<file path="config.mk">
export PLATFORM = sky130hd
export DESIGN_NAME = infix_to_postfix_converter
export DESIGN_NICKNAME = d
export VERILOG_FILES = /design/src/sv/i2p_pkg.sv /design/src/sv/i2p_dpath.sv /design/src/sv/i2p_ctrl.sv /design/src/sv/infix_to_postfix_converter.sv
export SDC_FILE = /design/constraint.sdc
export NUM_CORES = 1
export LEC_CHECK = 0
export ABC_CLOCK_PERIOD_IN_PS = 4240
export BUFFER_PORTS_ARGS = -buffer_cell sky130_fd_sc_hd__buf_2
export CORE_MARGIN = 1.5
export CORE_UTILIZATION = 48
export DETAILED_ROUTE_END_ITERATION = 7
export PLACE_DENSITY_LB_ADDON = 0.25
export SETUP_SLACK_MARGIN = 0.1
export SLEW_MARGIN = 0
export SYNTH_ARGS = -nofsm -noshare
export SYNTH_HDL_FRONTEND = slang
export SYNTH_HIERARCHICAL = 1
export SYNTH_SLANG_ARGS = --single-unit
export TNS_END_PERCENT = 20
</file>
<file path="constraint.sdc">
create_clock -name i_clk -period 4.24 [get_ports i_clk]
set_input_delay 0.424 -clock i_clk [delete_from_list [all_inputs] [get_ports i_clk]]
set_output_delay 0.424 -clock i_clk [all_outputs]
set_load 0.005 [all_outputs]
</file>
<file path="src/sv/i2p_pkg.sv">
`timescale 1ns / 1ps
package i2p_pkg;

    // Character codes used by the converter.
    localparam logic [7:0] C_SPACE  = 8'h20;
    localparam logic [7:0] C_ZERO   = 8'h30;
    localparam logic [7:0] C_NINE   = 8'h39;
    localparam logic [7:0] C_DOT    = 8'h2E;
    localparam logic [7:0] C_LPAR   = 8'h28;
    localparam logic [7:0] C_RPAR   = 8'h29;
    localparam logic [7:0] C_PLUS   = 8'h2B;
    localparam logic [7:0] C_MINUS  = 8'h2D;
    localparam logic [7:0] C_STAR   = 8'h2A;
    localparam logic [7:0] C_SLASH  = 8'h2F;
    localparam logic [7:0] C_PCT    = 8'h25;
    localparam logic [7:0] C_CARET  = 8'h5E;
    localparam logic [7:0] C_LOW_A  = 8'h61;
    localparam logic [7:0] C_LOW_Z  = 8'h7A;
    localparam logic [7:0] C_NUL    = 8'h00;

    // Function names and the stack codes that stand for them.
    localparam logic [47:0] N_ARCSIN = 48'h61_72_63_73_69_6E;
    localparam logic [47:0] N_ARCCOS = 48'h61_72_63_63_6F_73;
    localparam logic [47:0] N_ARCTAN = 48'h61_72_63_74_61_6E;
    localparam logic [47:0] N_SQUARE = 48'h73_71_75_61_72_65;
    localparam logic [23:0] N_SIN    = 24'h73_69_6E;
    localparam logic [23:0] N_COS    = 24'h63_6F_73;
    localparam logic [23:0] N_TAN    = 24'h74_61_6E;
    localparam logic [7:0]  K_ARCSIN = 8'h71;
    localparam logic [7:0]  K_ARCCOS = 8'h77;
    localparam logic [7:0]  K_ARCTAN = 8'h65;
    localparam logic [7:0]  K_SQUARE = 8'h72;
    localparam logic [7:0]  K_SIN    = 8'h73;
    localparam logic [7:0]  K_COS    = 8'h63;
    localparam logic [7:0]  K_TAN    = 8'h74;

    // Error codes.
    localparam logic [1:0] E_OK       = 2'd0;
    localparam logic [1:0] E_EMPTY    = 2'd1;
    localparam logic [1:0] E_UNMATCH  = 2'd2;
    localparam logic [1:0] E_OVERFLOW = 2'd3;

    localparam logic [5:0] MAX_RESULTS = 6'd40;

    typedef struct packed {
        logic [7:0] in_char;
        logic       in_last;
    } t_in_item;

    typedef struct packed {
        logic [7:0] out_char;
        logic       out_last;
        logic [1:0] error_code;
    } t_out_item;

    // Kind of the current character.
    typedef enum logic [2:0] {
        CL_DIGIT, CL_LETTER, CL_PUSH, CL_RPAR, CL_PM, CL_MD, CL_OTHER
    } t_cls;

    // Source of a character written to the output.
    typedef enum logic [1:0] {
        PS_SPACE, PS_CHAR, PS_TOP, PS_ZERO
    } t_src;

    typedef struct packed {
        logic capture;
        logic push;
        logic push_code;
        logic pop;
        logic drop;
        logic put;
        t_src put_sel;
        logic set_sep;
        logic name_step;
        logic name_clear;
        logic in_num_set;
        logic in_num_clr;
        logic commit;
        logic deliver;
        logic err_out;
        logic latch;
        logic clear_all;
    } t_cmd;

    typedef struct packed {
        t_cls       cls;
        logic [1:0] err;
        logic       latched;
        logic       last;
        logic       sep;
        logic       in_num;
        logic       zero_need;
        logic       cnt_zero;
        logic       top_lp;
        logic       top_pm;
        logic       name_hit;
        logic       put_rdy;
        logic       out_free;
        logic       hold_v;
    } t_sts;

    // Stack code of a function name ending the buffer, or zero.
    function automatic logic [7:0] f_match(input logic [47:0] nb, input logic [2:0] len);
        logic [7:0] code;
        code = C_NUL;
        if (len >= 3'd3) begin
            if (nb[23:0] == N_SIN) code = K_SIN;
            else if (nb[23:0] == N_COS) code = K_COS;
            else if (nb[23:0] == N_TAN) code = K_TAN;
        end
        if (len >= 3'd6) begin
            if (nb == N_ARCSIN) code = K_ARCSIN;
            else if (nb == N_ARCCOS) code = K_ARCCOS;
            else if (nb == N_ARCTAN) code = K_ARCTAN;
            else if (nb == N_SQUARE) code = K_SQUARE;
        end
        return code;
    endfunction

endpackage

</file>
<file path="src/sv/i2p_dpath.sv">
`timescale 1ns / 1ps
module i2p_dpath #(
    parameter int STACK_DEPTH = 16
) (
    input  logic                i_clk,
    input  logic                i_rst_n,
    input  i2p_pkg::t_in_item   i_data,
    input  i2p_pkg::t_cmd       i_cmd,
    output i2p_pkg::t_sts       o_sts,
    output logic                o_valid,
    output i2p_pkg::t_out_item  o_data,
    input  logic                i_stall
);
    import i2p_pkg::*;

    localparam int AW = $clog2(STACK_DEPTH);
    localparam int CW = $clog2(STACK_DEPTH + 1);

    logic [7:0]    r_mem [STACK_DEPTH];
    logic [7:0]    r_rd;
    logic [7:0]    r_top;
    logic [CW-1:0] r_cnt;
    logic [CW-1:0] r_lp;
    logic [7:0]    r_char;
    logic          r_last;
    logic [7:0]    r_prev;
    logic          r_at_start;
    logic          r_in_num;
    logic [47:0]   r_nb;
    logic [2:0]    r_nlen;
    logic          r_latched;
    logic          r_sep;
    logic [7:0]    r_hold;
    logic          r_hold_v;
    logic [5:0]    r_ocnt;
    logic          r_ovalid;
    t_out_item     r_out;

    logic [47:0]   n_nb;
    logic [2:0]    n_nlen;
    logic [7:0]    code;
    logic [7:0]    push_data;
    logic [7:0]    put_data;
    logic          full;
    logic          out_free;
    logic          room;
    logic [AW-1:0] rd_addr;
    logic [AW-1:0] wr_addr;
    t_cls          cls;
    logic [1:0]    err;

    // Name buffer after the current letter and the code it may complete.
    assign n_nb   = {r_nb[39:0], r_char};
    assign n_nlen = (r_nlen < 3'd6) ? r_nlen + 3'd1 : 3'd6;
    assign code   = f_match(n_nb, n_nlen);

    assign full     = (r_cnt == CW'(STACK_DEPTH));
    assign out_free = !r_ovalid || !i_stall;
    assign room     = (r_ocnt < MAX_RESULTS);
    assign rd_addr  = AW'(r_cnt - CW'(2));
    assign wr_addr  = AW'(r_cnt);
    assign push_data = i_cmd.push_code ? code : r_char;

    always_comb begin
        case (i_cmd.put_sel)
            PS_SPACE: put_data = C_SPACE;
            PS_CHAR:  put_data = r_char;
            PS_TOP:   put_data = r_top;
            PS_ZERO:  put_data = C_ZERO;
            default:  put_data = C_SPACE;
        endcase
    end

    // Classify the character and decide its error up front.
    always_comb begin
        cls = CL_OTHER;
        err = E_OK;
        if ((r_char >= C_ZERO && r_char <= C_NINE) || r_char == C_DOT) begin
            cls = CL_DIGIT;
        end else if (r_char >= C_LOW_A && r_char <= C_LOW_Z) begin
            cls = CL_LETTER;
            if (code != C_NUL && full) err = E_OVERFLOW;
        end else if (r_char == C_LPAR || r_char == C_CARET) begin
            cls = CL_PUSH;
            if (full) err = E_OVERFLOW;
        end else if (r_char == C_RPAR) begin
            cls = CL_RPAR;
            if (r_prev == C_LPAR) err = E_EMPTY;
            else if (r_lp == '0) err = E_UNMATCH;
        end else if (r_char == C_PLUS || r_char == C_MINUS) begin
            cls = CL_PM;
            if (full && r_top == C_LPAR) err = E_OVERFLOW;
        end else if (r_char == C_STAR || r_char == C_SLASH || r_char == C_PCT) begin
            cls = CL_MD;
            if (full && (r_top == C_LPAR || r_top == C_PLUS || r_top == C_MINUS))
                err = E_OVERFLOW;
        end
    end

    assign o_sts.cls       = cls;
    assign o_sts.err       = err;
    assign o_sts.latched   = r_latched;
    assign o_sts.last      = r_last;
    assign o_sts.sep       = r_sep;
    assign o_sts.in_num    = r_in_num;
    assign o_sts.zero_need = r_at_start || (r_prev == C_LPAR);
    assign o_sts.cnt_zero  = (r_cnt == '0);
    assign o_sts.top_lp    = (r_top == C_LPAR);
    assign o_sts.top_pm    = (r_top == C_PLUS) || (r_top == C_MINUS);
    assign o_sts.name_hit  = (code != C_NUL);
    assign o_sts.put_rdy   = !room || !r_hold_v || out_free;
    assign o_sts.out_free  = out_free;
    assign o_sts.hold_v    = r_hold_v;

    assign o_valid = r_ovalid;
    assign o_data  = r_out;

    // Operator stack storage and the registered read of the entry under the top.
    always_ff @(posedge i_clk) begin
        if (i_cmd.push && !full) begin
            r_mem[wr_addr] <= push_data;
        end
        r_rd <= r_mem[rd_addr];
    end

    // Payload registers.
    always_ff @(posedge i_clk) begin
        if (i_cmd.capture) begin
            r_char <= i_data.in_char;
            r_last <= i_data.in_last;
        end
        if (i_cmd.push) begin
            r_top <= push_data;
        end else if (i_cmd.pop || i_cmd.drop) begin
            r_top <= r_rd;
        end
        if (i_cmd.put && room) begin
            r_hold <= put_data;
        end
        if (i_cmd.err_out) begin
            r_out <= '{out_char: C_NUL, out_last: 1'b1, error_code: err};
        end else if (i_cmd.deliver && (r_hold_v || r_last)) begin
            r_out <= '{out_char: r_hold_v ? r_hold : C_NUL, out_last: r_last,
                       error_code: E_OK};
        end else if (i_cmd.put && room && r_hold_v) begin
            r_out <= '{out_char: r_hold, out_last: 1'b0, error_code: E_OK};
        end
    end

    // Control and converter state.
    always_ff @(posedge i_clk) begin
        if (!i_rst_n) begin
            r_cnt      <= '0;
            r_lp       <= '0;
            r_prev     <= C_NUL;
            r_at_start <= 1'b1;
            r_in_num   <= 1'b0;
            r_nb       <= '0;
            r_nlen     <= '0;
            r_latched  <= 1'b0;
            r_sep      <= 1'b0;
            r_hold_v   <= 1'b0;
            r_ocnt     <= '0;
            r_ovalid   <= 1'b0;
        end else begin
            if (i_cmd.capture) r_ocnt <= '0;
            if (i_cmd.push) begin
                r_cnt <= r_cnt + CW'(1);
                if (push_data == C_LPAR) r_lp <= r_lp + CW'(1);
            end
            if (i_cmd.pop) r_cnt <= r_cnt - CW'(1);
            if (i_cmd.drop) begin
                r_cnt <= r_cnt - CW'(1);
                r_lp  <= r_lp - CW'(1);
            end
            if (i_cmd.name_step) begin
                r_nb   <= n_nb;
                r_nlen <= n_nlen;
            end
            if (i_cmd.name_clear) begin
                r_nb   <= '0;
                r_nlen <= '0;
            end
            if (i_cmd.in_num_set) r_in_num <= 1'b1;
            if (i_cmd.in_num_clr) r_in_num <= 1'b0;
            if (i_cmd.set_sep) r_sep <= 1'b1;
            if (i_cmd.commit) begin
                r_prev     <= r_char;
                r_at_start <= 1'b0;
            end
            if (i_cmd.latch) r_latched <= 1'b1;

            // Output register: a written character moves the held one out.
            if (r_ovalid && !i_stall) r_ovalid <= 1'b0;
            if (i_cmd.put && room) begin
                r_ocnt   <= r_ocnt + 6'd1;
                r_hold_v <= 1'b1;
                if (r_hold_v) r_ovalid <= 1'b1;
            end
            if (i_cmd.deliver) begin
                r_hold_v <= 1'b0;
                if (r_hold_v || r_last) r_ovalid <= 1'b1;
            end
            if (i_cmd.err_out) r_ovalid <= 1'b1;

            if (i_cmd.clear_all) begin
                r_cnt      <= '0;
                r_lp       <= '0;
                r_prev     <= C_NUL;
                r_at_start <= 1'b1;
                r_in_num   <= 1'b0;
                r_nb       <= '0;
                r_nlen     <= '0;
                r_latched  <= 1'b0;
                r_sep      <= 1'b0;
            end
        end
    end

endmodule

</file>
<file path="src/sv/i2p_ctrl.sv">
`timescale 1ns / 1ps
module i2p_ctrl (
    input  logic          i_clk,
    input  logic          i_rst_n,
    input  logic          i_valid,
    output logic          o_stall,
    input  i2p_pkg::t_sts i_sts,
    output i2p_pkg::t_cmd o_cmd
);
    import i2p_pkg::*;

    typedef enum logic [3:0] {
        S_IDLE, S_DECIDE, S_ERR, S_CHK, S_TOK_SP, S_TOK_CH, S_DROP, S_PUSH, S_END, S_FIN
    } t_state;

    typedef enum logic [1:0] {
        M_RP, M_PM, M_MD, M_FL
    } t_mode;

    t_state r_state, n_state;
    t_mode  r_mode, n_mode;
    t_src   r_src, n_src;
    logic   need_sp;

    assign o_stall = (r_state != S_IDLE);
    assign need_sp = i_sts.sep && !(r_src == PS_CHAR && i_sts.in_num);

    // Next state and the command for the datapath.
    always_comb begin
        n_state = r_state;
        n_mode  = r_mode;
        n_src   = r_src;
        o_cmd   = '0;
        o_cmd.put_sel = PS_SPACE;
        case (r_state)
            S_IDLE: begin
                if (i_valid) begin
                    o_cmd.capture = 1'b1;
                    n_state = S_DECIDE;
                end
            end
            S_DECIDE: begin
                if (i_sts.latched) begin
                    o_cmd.clear_all = i_sts.last;
                    n_state = S_IDLE;
                end else if (i_sts.err != E_OK) begin
                    n_state = S_ERR;
                end else begin
                    case (i_sts.cls)
                        CL_DIGIT: begin
                            o_cmd.name_clear = 1'b1;
                            n_src   = PS_CHAR;
                            n_state = S_TOK_SP;
                        end
                        CL_LETTER: begin
                            o_cmd.in_num_clr = 1'b1;
                            if (i_sts.name_hit) begin
                                o_cmd.push       = 1'b1;
                                o_cmd.push_code  = 1'b1;
                                o_cmd.name_clear = 1'b1;
                            end else begin
                                o_cmd.name_step = 1'b1;
                            end
                            n_state = S_END;
                        end
                        CL_PUSH: begin
                            o_cmd.in_num_clr = 1'b1;
                            o_cmd.name_clear = 1'b1;
                            o_cmd.push       = 1'b1;
                            n_state = S_END;
                        end
                        CL_RPAR, CL_PM, CL_MD: begin
                            o_cmd.in_num_clr = 1'b1;
                            o_cmd.name_clear = 1'b1;
                            n_mode = (i_sts.cls == CL_RPAR) ? M_RP :
                                     (i_sts.cls == CL_PM) ? M_PM : M_MD;
                            n_state = S_CHK;
                        end
                        default: begin
                            o_cmd.in_num_clr = 1'b1;
                            o_cmd.name_clear = 1'b1;
                            n_state = S_END;
                        end
                    endcase
                end
            end
            S_ERR: begin
                if (i_sts.out_free) begin
                    o_cmd.err_out   = 1'b1;
                    o_cmd.latch     = 1'b1;
                    o_cmd.clear_all = i_sts.last;
                    n_state = S_IDLE;
                end
            end
            // Pop loop: decide whether the top leaves the stack.
            S_CHK: begin
                n_src = PS_TOP;
                case (r_mode)
                    M_RP: n_state = i_sts.top_lp ? S_DROP : S_TOK_SP;
                    M_PM: begin
                        if (i_sts.cnt_zero || i_sts.top_lp) begin
                            n_src   = PS_ZERO;
                            n_state = i_sts.zero_need ? S_TOK_SP : S_PUSH;
                        end else begin
                            n_state = S_TOK_SP;
                        end
                    end
                    M_MD: begin
                        n_state = (i_sts.cnt_zero || i_sts.top_lp || i_sts.top_pm) ?
                                  S_PUSH : S_TOK_SP;
                    end
                    default: begin
                        if (i_sts.cnt_zero) n_state = S_FIN;
                        else if (i_sts.top_lp) n_state = S_DROP;
                        else n_state = S_TOK_SP;
                    end
                endcase
            end
            S_TOK_SP: begin
                if (!need_sp) begin
                    n_state = S_TOK_CH;
                end else if (i_sts.put_rdy) begin
                    o_cmd.put = 1'b1;
                    n_state = S_TOK_CH;
                end
            end
            S_TOK_CH: begin
                if (i_sts.put_rdy) begin
                    o_cmd.put     = 1'b1;
                    o_cmd.put_sel = r_src;
                    o_cmd.set_sep = 1'b1;
                    case (r_src)
                        PS_CHAR: begin
                            o_cmd.in_num_set = 1'b1;
                            n_state = S_END;
                        end
                        PS_TOP: begin
                            o_cmd.pop = 1'b1;
                            n_state = S_CHK;
                        end
                        default: n_state = S_PUSH;
                    endcase
                end
            end
            S_DROP: begin
                o_cmd.drop = 1'b1;
                n_state = (r_mode == M_FL) ? S_CHK : S_END;
            end
            S_PUSH: begin
                o_cmd.push = 1'b1;
                n_state = S_END;
            end
            S_END: begin
                o_cmd.commit = 1'b1;
                if (i_sts.last) begin
                    n_mode  = M_FL;
                    n_state = S_CHK;
                end else begin
                    n_state = S_FIN;
                end
            end
            S_FIN: begin
                if (!(i_sts.hold_v || i_sts.last) || i_sts.out_free) begin
                    o_cmd.deliver   = 1'b1;
                    o_cmd.clear_all = i_sts.last;
                    n_state = S_IDLE;
                end
            end
            default: n_state = S_IDLE;
        endcase
    end

    // State register.
    always_ff @(posedge i_clk) begin
        if (!i_rst_n) begin
            r_state <= S_IDLE;
            r_mode  <= M_RP;
            r_src   <= PS_CHAR;
        end else begin
            r_state <= n_state;
            r_mode  <= n_mode;
            r_src   <= n_src;
        end
    end

endmodule

</file>
<file path="src/sv/infix_to_postfix_converter.sv">
`timescale 1ns / 1ps
// Each character walks the control states; every operator popped from the stack adds a pass through
// S_TOK_SP, S_TOK_CH and S_CHK, and every dropped '(' adds a pass through S_DROP.
// Throughput: one character at a time; the pop loop of the operator stack sets the rate.
// Results leave through a one-entry output register with one more character held back.
// Reset: synchronous, active low; clears the stack count and all converter state.
module infix_to_postfix_converter #(
    parameter int STACK_DEPTH = 16
) (
    input  logic               i_clk,
    input  logic               i_rst_n,
    input  logic               i_valid,
    input  i2p_pkg::t_in_item  i_data,
    output logic               o_stall,
    output logic               o_valid,
    output i2p_pkg::t_out_item o_data,
    input  logic               i_stall
);
    import i2p_pkg::*;

    t_cmd cmd;
    t_sts sts;

    i2p_ctrl u_ctrl (
        .i_clk   (i_clk),
        .i_rst_n (i_rst_n),
        .i_valid (i_valid),
        .o_stall (o_stall),
        .i_sts   (sts),
        .o_cmd   (cmd)
    );

    i2p_dpath #(.STACK_DEPTH(STACK_DEPTH)) u_dpath (
        .i_clk   (i_clk),
        .i_rst_n (i_rst_n),
        .i_data  (i_data),
        .i_cmd   (cmd),
        .o_sts   (sts),
        .o_valid (o_valid),
        .o_data  (o_data),
        .i_stall (i_stall)
    );

endmodule

</file>
# Word level (Yosys, flattened, before mapping)
# Memory sizes are Yosys's and may differ from the RTL's. A register that Yosys moved wholly into a read port is not among the register bits.
# Cells that the tools add are included.
classes:
  addsub: 7
  reduce_logical: 63
  n_mux: 124
  magnitude_cmp: 8
  eq_ne: 54
  n_bitwise: 1
op_table:
  columns: ["operator", "n"]
  rows:
  - ["== test 48 x 47 -> 1 bit (second input constant)", 4]
  - ["== test 8 x 6 -> 1 bit (second input constant)", 13]
  - ["two-way mux 8 bit", 12]
  - ["== test 24 x 23 -> 1 bit (second input constant)", 3]
  - ["two-way mux 2 bit", 34]
  - ["two-way mux 4 bit", 13]
  - ["case mux 4 bit (10 select lines)", 1]
  - ["two-way mux 1 bit", 35]
  - ["case mux 8 bit (4 select lines)", 1]
  - ["two-way mux 5 bit", 6]
  - ["two-way mux 3 bit", 8]
  - ["two-way mux 11 bit", 2]
  - ["logical OR 1 bit", 17]
  - ["== test 4 x 3 -> 1 bit (second input constant)", 4]
  - ["case mux 4 bit (2 select lines)", 2]
  - ["nonzero test 2 bit", 8]
  - ["logical AND 1 bit", 12]
  - ["two-way mux 6 bit", 2]
  - ["!= test 2 bit (second input constant)", 6]
  - ["case mux 4 bit (3 select lines)", 1]
  - ["adder 5 x 1 -> 5 bit (second input constant)", 2]
  - ["== test 2 bit (second input constant)", 5]
  - ["zero test 5 bit", 2]
  - ["AND reduction 5 bit", 2]
  - ["39 further kinds", 62]
word_totals:
  ram_bits: 128
  regBits: 117
  mem_count: 1
memory_table:
  columns: ["name", "depth", "width", "read_ports", "rd_clocked_by_memory_dff", "write_ports", "line", "source"]
  rows:
  - ["u_dpath.r_mem", 16, 8, 1, 1, 1, "i2p_dpath.sv:19", "logic [7:0] r_mem [STACK_DEPTH];"]

# Depth between registers and ports, before layout
# Gate-level depths: netlist (run 1).
logic_depth:
  word_depth: 24
  ltp_mapped: 19
  depth_no_buf: 16

# Cells and area by module
# Netlist (run 1), hierarchy kept.
modules_own_cells:
  columns: ["mod", "area_per_inst_um2", "cells_each", "instances", "seq_area_each_um2"]
  rows:
  - ["i2p_dpath", 10256.1, 753, 1, 6456.2]
  - ["i2p_ctrl", 1053.5, 147, 1, 160.2]

# Worst setup path before layout (run 1)
# OpenSTA, ideal clock, no wires.
synth_timing:
  kind: "register to register"
  startpoint: "register u_dpath.r_cnt[0]"
  endpoint: "register u_dpath.r_top[0] (data pin)"
  stages_incl_launch_ff: 18
  required_time_ns: 3.980
  path_slack_ns: 0.076
  path_buffers: 3
  t_arrival_ns: 3.904
  path_cell_list: "dfxtp_1 > buf_2 > buf_1 > inv_1 > ha_1 > nand3_1 > nor3_1 > a21oi_1 > a22o_1 > nand2_1 > nor3_1 > nand3_1 > nor4_1 > clkbuf_1 > inv_1 > a41oi_1 > a22oi_2 > mux2_2"
synth_rtl:
  columns: ["element", "line", "source"]
  rows:
  - ["start: declaration", "i2p_dpath.sv:22", "logic [CW-1:0] r_cnt;"]
  - ["start signal: assignment", "i2p_dpath.sv:168", "r_cnt <= r_cnt + CW'(1);"]
  - ["start signal: assignment", "i2p_dpath.sv:171", "if (i_cmd.pop) r_cnt <= r_cnt - CW'(1);"]
  - ["start signal: assignment", "i2p_dpath.sv:173", "r_cnt <= r_cnt - CW'(1);"]
  - ["end signal: assignment", "i2p_dpath.sv:133", "r_top <= push_data;"]
  - ["end signal: assignment", "i2p_dpath.sv:135", "r_top <= r_rd;"]
  - ["end: declaration", "i2p_dpath.sv:21", "logic [7:0] r_top;"]

==> flow_summary.ini, run 1 <==
[min_path]
hp-start = i_data[4]
min_to = u_dpath/r_char[3]$_DFFE_PP_
worstHoldPathType = in2reg
holdPathStages = 1

[worst_setup_path]
reg2reg_setup_slack_ps = 390
cpPeakStageDelay_ps = 540
critPathCaptureType = flip-flop
path_common_cell = buf_4
path_cells = buf_4 > or4_4 > nor4_2 > nand4_1 > o221ai_2 > buf_4 > nand2_1 > mux2i_1 > a32oi_1 > nor2_1 > buf_4 > nand2_1 > nor2_1 > buf_4
rr_startpoint = u_dpath/r_char[4]$_DFFE_PP_
crit_arrival_ps = 4080
r2r_cells = 14
startpoint_type = flip-flop
r2r_end = u_dpath/r_mem[2][4]$_DFFE_PP_
required_ps = 4470
cpMaxStageDelayCell = edfxtp_1
worst-setup-path-type = reg2reg
crit_start = u_dpath/r_char[4]$_DFFE_PP_
path_max_fanout = 17

[cells_and_area]
regArea_um2 = 6620
nFillCells = 1949
synthToLayoutAreaGrowth_pct = 13.2
drive_gt1_share_pct = 18.5
fin_cells = 1279
multiInputGateArea_um2 = 4370
finish.instance_area_um2 = 12800
nNetsFinal = 975
n_antenna_cell = 0

[floorplanning]
core_um2 = 22800
die_area_um2 = 24500
start_util_pct = 49.5
io-pin-count = 26
die_w_um = 157
core.rowCount = 55
fp.dieH_um = 157

[placed_design]
hpwl_mm = 16.4
place_ws_ps = 123
port_buffers = 25
place_area_um2 = 11900
place_congestion = 0.876
dp_cells = 1229

[status]
status = completed

[drt]
viasPerCell = 5.66
wl_met3_um = 989
final_antenna_net_count = 0
wl_met2_mm = 11.7
top_layer = met4
first_iter_violations = 674
drcViolationCount = 0
first_pass_iters = 5
wl_per_cell_um = 19.2
wl_met1_mm = 11.3
dr_total_vias = 7244
finalWirelength_mm = 24.5

[timing]
finalSetupViolCount = 0
setup_ws_ps = 389
slew_headroom_pct = 27.0
fin_worst_skew_ps = 16.6
fmax_mhz = 260
min_period_ps = 3850
setup_tns_ps = 0
worstMarginPinSlew_ps = 1080
maxSlewViolCount = 0
whs_ps = 70.4
rsz0062_at_grt = false
finalHoldViolations = 0
fin_crit_sh_pct = 90.8

[logic_synthesis]
ys_top_cells_by_count = edfxtp_1, nor2_1, dfxtp_1, mux2i_1
netlist_top_cells_area = edfxtp_1, dfxtp_1, mux4_2, mux2i_1, nor2_1
netlist_area_um2 = 11300
synth.avg_cell_area_um2 = 12.6
yosysUniqueCellTypes = 79
yosysWarnings = 6
syn_nets = 929
ys_ff_latch = 253
synth_seq_area_share_pct = 58.5
yosysTopAreaCell = edfxtp_1
syn_inst = 900
synth_top_area_share_pct = 41.2
synth.most_common_cell = edfxtp_1
async_reset_ff_share_pct = 0
synthFlopType = edfxtp_1
synth-edff-count = 155

[clock_tree]
cts_max_level = 1
root_buffer = clkbuf_16
numCtsBuffers = 26
clock_sinks = 253
clock_latency_ps = 530
cts_buffer_depth = 3
cts_hold_buf = 0
path_clk_slew_ps = 60
cts_tree = yes

[global_route]
grt_overflow_total = 0
grt_pass1_vias = 7035
grt_max_degree = 44
grt_pass1_wl_mm = 39.1
grt_usage_pct = 20.7
antenna_found_initial = 0

[power]
vdd_drop_max_v = 0.000473
leakagePower_nw = 4.29
powerDensity_nw_per_um2 = 415

[run]
drv_cap = 0
==> metal layers <==
metal | vias to the layer above | GRT usage [%]
met5 | - | 0
met4 | 0 | 5.31
met3 | 33 | 2.38
met2 | 163 | 34.5
met1 | 3574 | 28.9
li1 | 3474 | -
==> what timing repair did <==
item | in CTS | in global routing
endpoints found under the setup margin | 16 | 93
gates resized for setup | 1 | 7
setup buffers | 0 | 2
pin swaps | 0 | 0
==> critical path, delay by kind of cell, from the launching register on <==
family                 cells  cell delay (ps)
and+or+nand+nor            7             1590
buffers and inverters      4              880
AOI/OAI and AO/OA          2              360
DFF                        1              540
muxes                      1              160
==> registers in the layout, summed over array words and instances (netlist names) <==
name                cells
u_dpath/r_prev          8
u_dpath/r_hold          8
u_dpath/r_ocnt          6
u_dpath/r_in_num        1
u_dpath/r_char          8
u_dpath/r_lp            5
u_dpath/o_valid         1
u_dpath/r_mem         128
u_ctrl/r_src            2
u_dpath/o_data         11
u_dpath/r_nb           40
u_dpath/r_top           8
u_dpath/r_at_start      1
u_dpath/r_last          1
u_ctrl/r_mode           2
u_dpath/r_rd            8
u_dpath/r_latched       1
u_dpath/r_hold_v        1
u_ctrl/r_state          4
u_dpath/r_nlen          3
u_dpath/r_sep           1
u_dpath/r_cnt           5
==> worst max-delay path by stage <==
stage / end / slack [ps]
2_1_floorplan: u_dpath/r_top[0]$_DFFE_PP_ / 170
3_3_place_gp: u_dpath/r_mem[0][5]$_DFFE_PP_ / 110
3_5_place_dp: u_dpath/r_mem[9][5]$_DFFE_PP_ / 120
4_1_cts: u_dpath/r_mem[10][4]$_DFFE_PP_ / 220
5_1_grt: u_dpath/r_mem[9][4]$_DFFE_PP_ / 90
6_report: u_dpath/r_mem[2][4]$_DFFE_PP_ / 390
==> cell families after synthesis <==
kind of cell	after synthesis	share of synthesized area (%)
AND/OR/NAND/NOR	306	14.1
flip-flops	253	58.5
AO/OA/AOI/OAI	139	8.88
multiplexers	93	12.7
buffers and inverters	82	3.12
adder cells (fa/ha/maj)	16	1.84
XOR/XNOR	11	0.852
==> final cells by class <==
cell class                      count  share of cell area (%)
Sequential cell                   253                    51.7
Multi-Input combinational cell    565                    34.1
Clock buffer                       40                    5.73
Timing Repair Buffer               70                    3.71
Tap cell                          313                    3.06
Inverter                           30                   0.880
Clock inverter                      8                   0.763
==> report_power, final <==
part | internal, mW | leakage, nW | switching, mW
clock | 1.31 | 0.403 | 0.901
combinational | 0.143 | 1.67 | 0.245
sequential | 2.67 | 2.22 | 0.0440
total | 4.12 | 4.29 | 1.19
==> metrics by stage <==
step / total power, mW / utilization (%)
final: 5.31 / 56.0
after global routing: 5.49 / 56.0
after CTS: 5.35 / 55.8
after detailed placement: 3.14 / 52.2
after global placement: 3.14 / 52.2
after floorplan: 3.02 / -
==> layout by cell type, fill, tap and decap left out, types with 20 or more instances in the layout <==
cell type | Yosys | final
edfxtp_1 | 155 | 155
nor2_1 | 133 | 132
dfxtp_1 | 98 | 97
mux2i_1 | 50 | 50
buf_4 | 8 | 44
mux4_2 | 40 | 40
nand2_1 | 40 | 39
a21oi_1 | 36 | 34
inv_1 | 29 | 29
clkbuf_16 | 0 | 26
buf_2 | 6 | 25
o21ai_0 | 22 | 22
nand3_1 | 20 | 20
No activity file was read; power rests on OpenSTA's default activity.
==> run 2: changes to the inputs <==
--- a/config.mk
+++ b/config.mk
@@ -5,12 +5,13 @@
 export SDC_FILE = /design/constraint.sdc
 export NUM_CORES = 1
 export LEC_CHECK = 0
+export ABC_AREA = 1
 export ABC_CLOCK_PERIOD_IN_PS = 4240
 export BUFFER_PORTS_ARGS = -buffer_cell sky130_fd_sc_hd__buf_2
 export CORE_MARGIN = 1.5
 export CORE_UTILIZATION = 48
 export DETAILED_ROUTE_END_ITERATION = 7
-export PLACE_DENSITY_LB_ADDON = 0.25
+export PLACE_DENSITY = 0.66
 export SETUP_SLACK_MARGIN = 0.1
 export SLEW_MARGIN = 0
 export SYNTH_ARGS = -nofsm -noshare
==> run 2 against run 1 <==
Against the previous run:
- wire length rose by 20%
- critical path depth increased by 11
- non-clock buffer count decreased by 7
- die area up 5.1%
- final cell count rose by 38%
- global-route usage increased by 2.5 points
- critical path type unchanged
- largest cell class unchanged
==> flow_summary.ini, run 2 <==
[status]
status = completed

[timing]
maxSlewViolCount = 0
fmax_mhz = 270
rsz0062_at_grt = false
fin_worst_skew_ps = 15.1
finalSetupViolCount = 0
min_period_ps = 3710
worstMarginPinSlew_ps = 1050
slew_headroom_pct = 29.5
fin_crit_sh_pct = 87.5
setup_tns_ps = 0
whs_ps = 57.8
finalHoldViolations = 0

[cells_and_area]
n_antenna_cell = 0
synthToLayoutAreaGrowth_pct = 12.5
final_cell_mix = nor2_1, nand2_1, edfxtp_1
top_register = u_dpath/r_mem
largest_reg_flops = 128
regArea_um2 = 6620
utilization_pct = 55.0
nNetsFinal = 1450
multiInputGateArea_um2 = 4510
layout_commonest_cell = nor2_1
drive_gt1_share_pct = 10.7
nFillCells = 2188

[floorplanning]
die_area_um2 = 25700
die_w_um = 160
fp.dieH_um = 160
core_um2 = 24300
io-pin-count = 26
start_util_pct = 48.9
core.rowCount = 57

[global_route]
grt_pass1_wl_mm = 47.9
grt_overflow_total = 0
grt_max_degree = 69
grt_pass1_vias = 9124
grt_usage_pct = 23.2
antenna_found_initial = 1

[power]
power.total_mw = 5.63
powerDensity_nw_per_um2 = 421
vdd_drop_max_v = 0.000284
leakagePower_nw = 5.22

[clock_tree]
ctsResizeCount = 0
path_clk_slew_ps = 60
cts_max_level = 1
clock_sinks = 253
clock_latency_ps = 550
root_buffer = clkbuf_16
cts_hold_buf = 0
cts_buffer_depth = 3
numCtsBuffers = 27
postCtsSetupRepairBufs = 0
cts_tree = yes

[logic_synthesis]
ys_ff_latch = 253
synth.avg_cell_area_um2 = 8.61
yosysUniqueCellTypes = 47
synth.most_common_cell = nor2_1
yosysTopAreaCell = edfxtp_1
synth_top_area_share_pct = 39.1
netlist_area_um2 = 11900
syn_inst = 1381
synth-edff-count = 155
netlist_top_cells_area = edfxtp_1, dfxtp_1, nor2_1, nand2_1, o21ai_0
async_reset_ff_share_pct = 0
synth_seq_area_share_pct = 55.6
yosysWarnings = 6
syn_nets = 1410
synthFlopType = edfxtp_1
ys_top_cells_by_count = nor2_1, nand2_1, edfxtp_1, o21ai_0, inv_1

[worst_setup_path]
r2r_cells = 25
rr_startpoint = u_dpath/r_char[3]$_DFFE_PP_
path_common_cell = nand2_1
worst-setup-path-type = reg2reg
required_ps = 4660
cpMaxStageDelayCell = edfxtp_1
path_max_fanout = 10
startpoint_type = flip-flop
crit_arrival_ps = 4130
cpPeakStageDelay_ps = 490
reg2reg_setup_slack_ps = 530
r2r_end = u_dpath/r_lp[0]$_SDFFE_PP0P_
critPathCaptureType = flip-flop

[placed_design]
port_buffers = 25
place_congestion = 0.895
hpwl_mm = 20.0

[min_path]
worstHoldPathType = in2reg
hp-start = i_data[0]
min_to = u_dpath/r_last$_DFFE_PP_
holdPathStages = 1

[drt]
finalWirelength_mm = 29.4
first_pass_iters = 5
first_iter_violations = 1113
final_antenna_net_count = 0
viasPerCell = 5.44
drcViolationCount = 0
dr_total_vias = 9607
wl_per_cell_um = 16.6

[run]
drv_cap = 0
run 2: final cells by class:
type,count,share of cell area [%]
tap,324,3.03
multi-input combinational,934,33.7
sequential,253,49.5
inverter,142,3.99
clock buffer,33,5.22
timing repair buffer,63,3.16
clock inverter,17,1.44
run 2: logic make-up after synthesis:
family	count (synthesis)	share of synthesized area (%)
compound gates	259	12.3
xor+xnor	8	0.652
fa+ha+maj	16	1.75
buf+inv	194	6.49
flops	253	55.6
simple gates	651	23.2
run 2: layer usage:
layer	vias up	global-route usage (%)	share of wire, %
li1	4716	-	-
met1	4486	32.9	46
met2	355	36.8	45
met3	50	3.69	7.0
met4	0	6.75	2.1
met5	-	0	0
run 2: worst max-delay path by stage:
stage	startpoint	slack (ps)	to
2_1_floorplan	u_dpath/r_cnt[0]$_SDFFE_PP0P_	330	u_dpath/r_mem[12][0]$_DFFE_PP_
3_3_place_gp	u_dpath/r_char[3]$_DFFE_PP_	670	u_dpath/r_lp[1]$_SDFFE_PP0P_
4_1_cts	u_dpath/r_char[3]$_DFFE_PP_	550	u_dpath/r_lp[0]$_SDFFE_PP0P_
3_5_place_dp	u_dpath/r_char[3]$_DFFE_PP_	610	u_dpath/r_lp[0]$_SDFFE_PP0P_
5_1_grt	u_dpath/r_char[4]$_DFFE_PP_	120	u_dpath/r_cnt[4]$_SDFFE_PP0P_
6_report	u_dpath/r_char[3]$_DFFE_PP_	530	u_dpath/r_lp[0]$_SDFFE_PP0P_
run 2: power breakdown:
group	total, mW	leakage, nW	internal [mW]	switching [mW]
registers	2.77	2.18	2.71	0.0618
logic	0.475	2.61	0.148	0.327
clock network	2.39	0.431	1.41	0.971
run 2: worst max-delay path: cells and delay by family, from the launching register on:
family          cells  cell delay, ps
simple gates       16            1750
flops               1             490
buf+inv             5             920
compound gates      4             430
run 2: metrics by stage:
| stage | setup WS, ps | cells | instance area, um^2 |
|---|---|---|---|
| after detailed placement | 607 | 1716 | 12500 |
| after global routing | 116 | 1766 | 13400 |
| after CTS | 552 | 1766 | 13400 |
| final | 530 | 1766 | 13400 |
| after floorplan | 330 | 1381 | 11900 |
| after global placement | 672 | 1716 | 12500 |
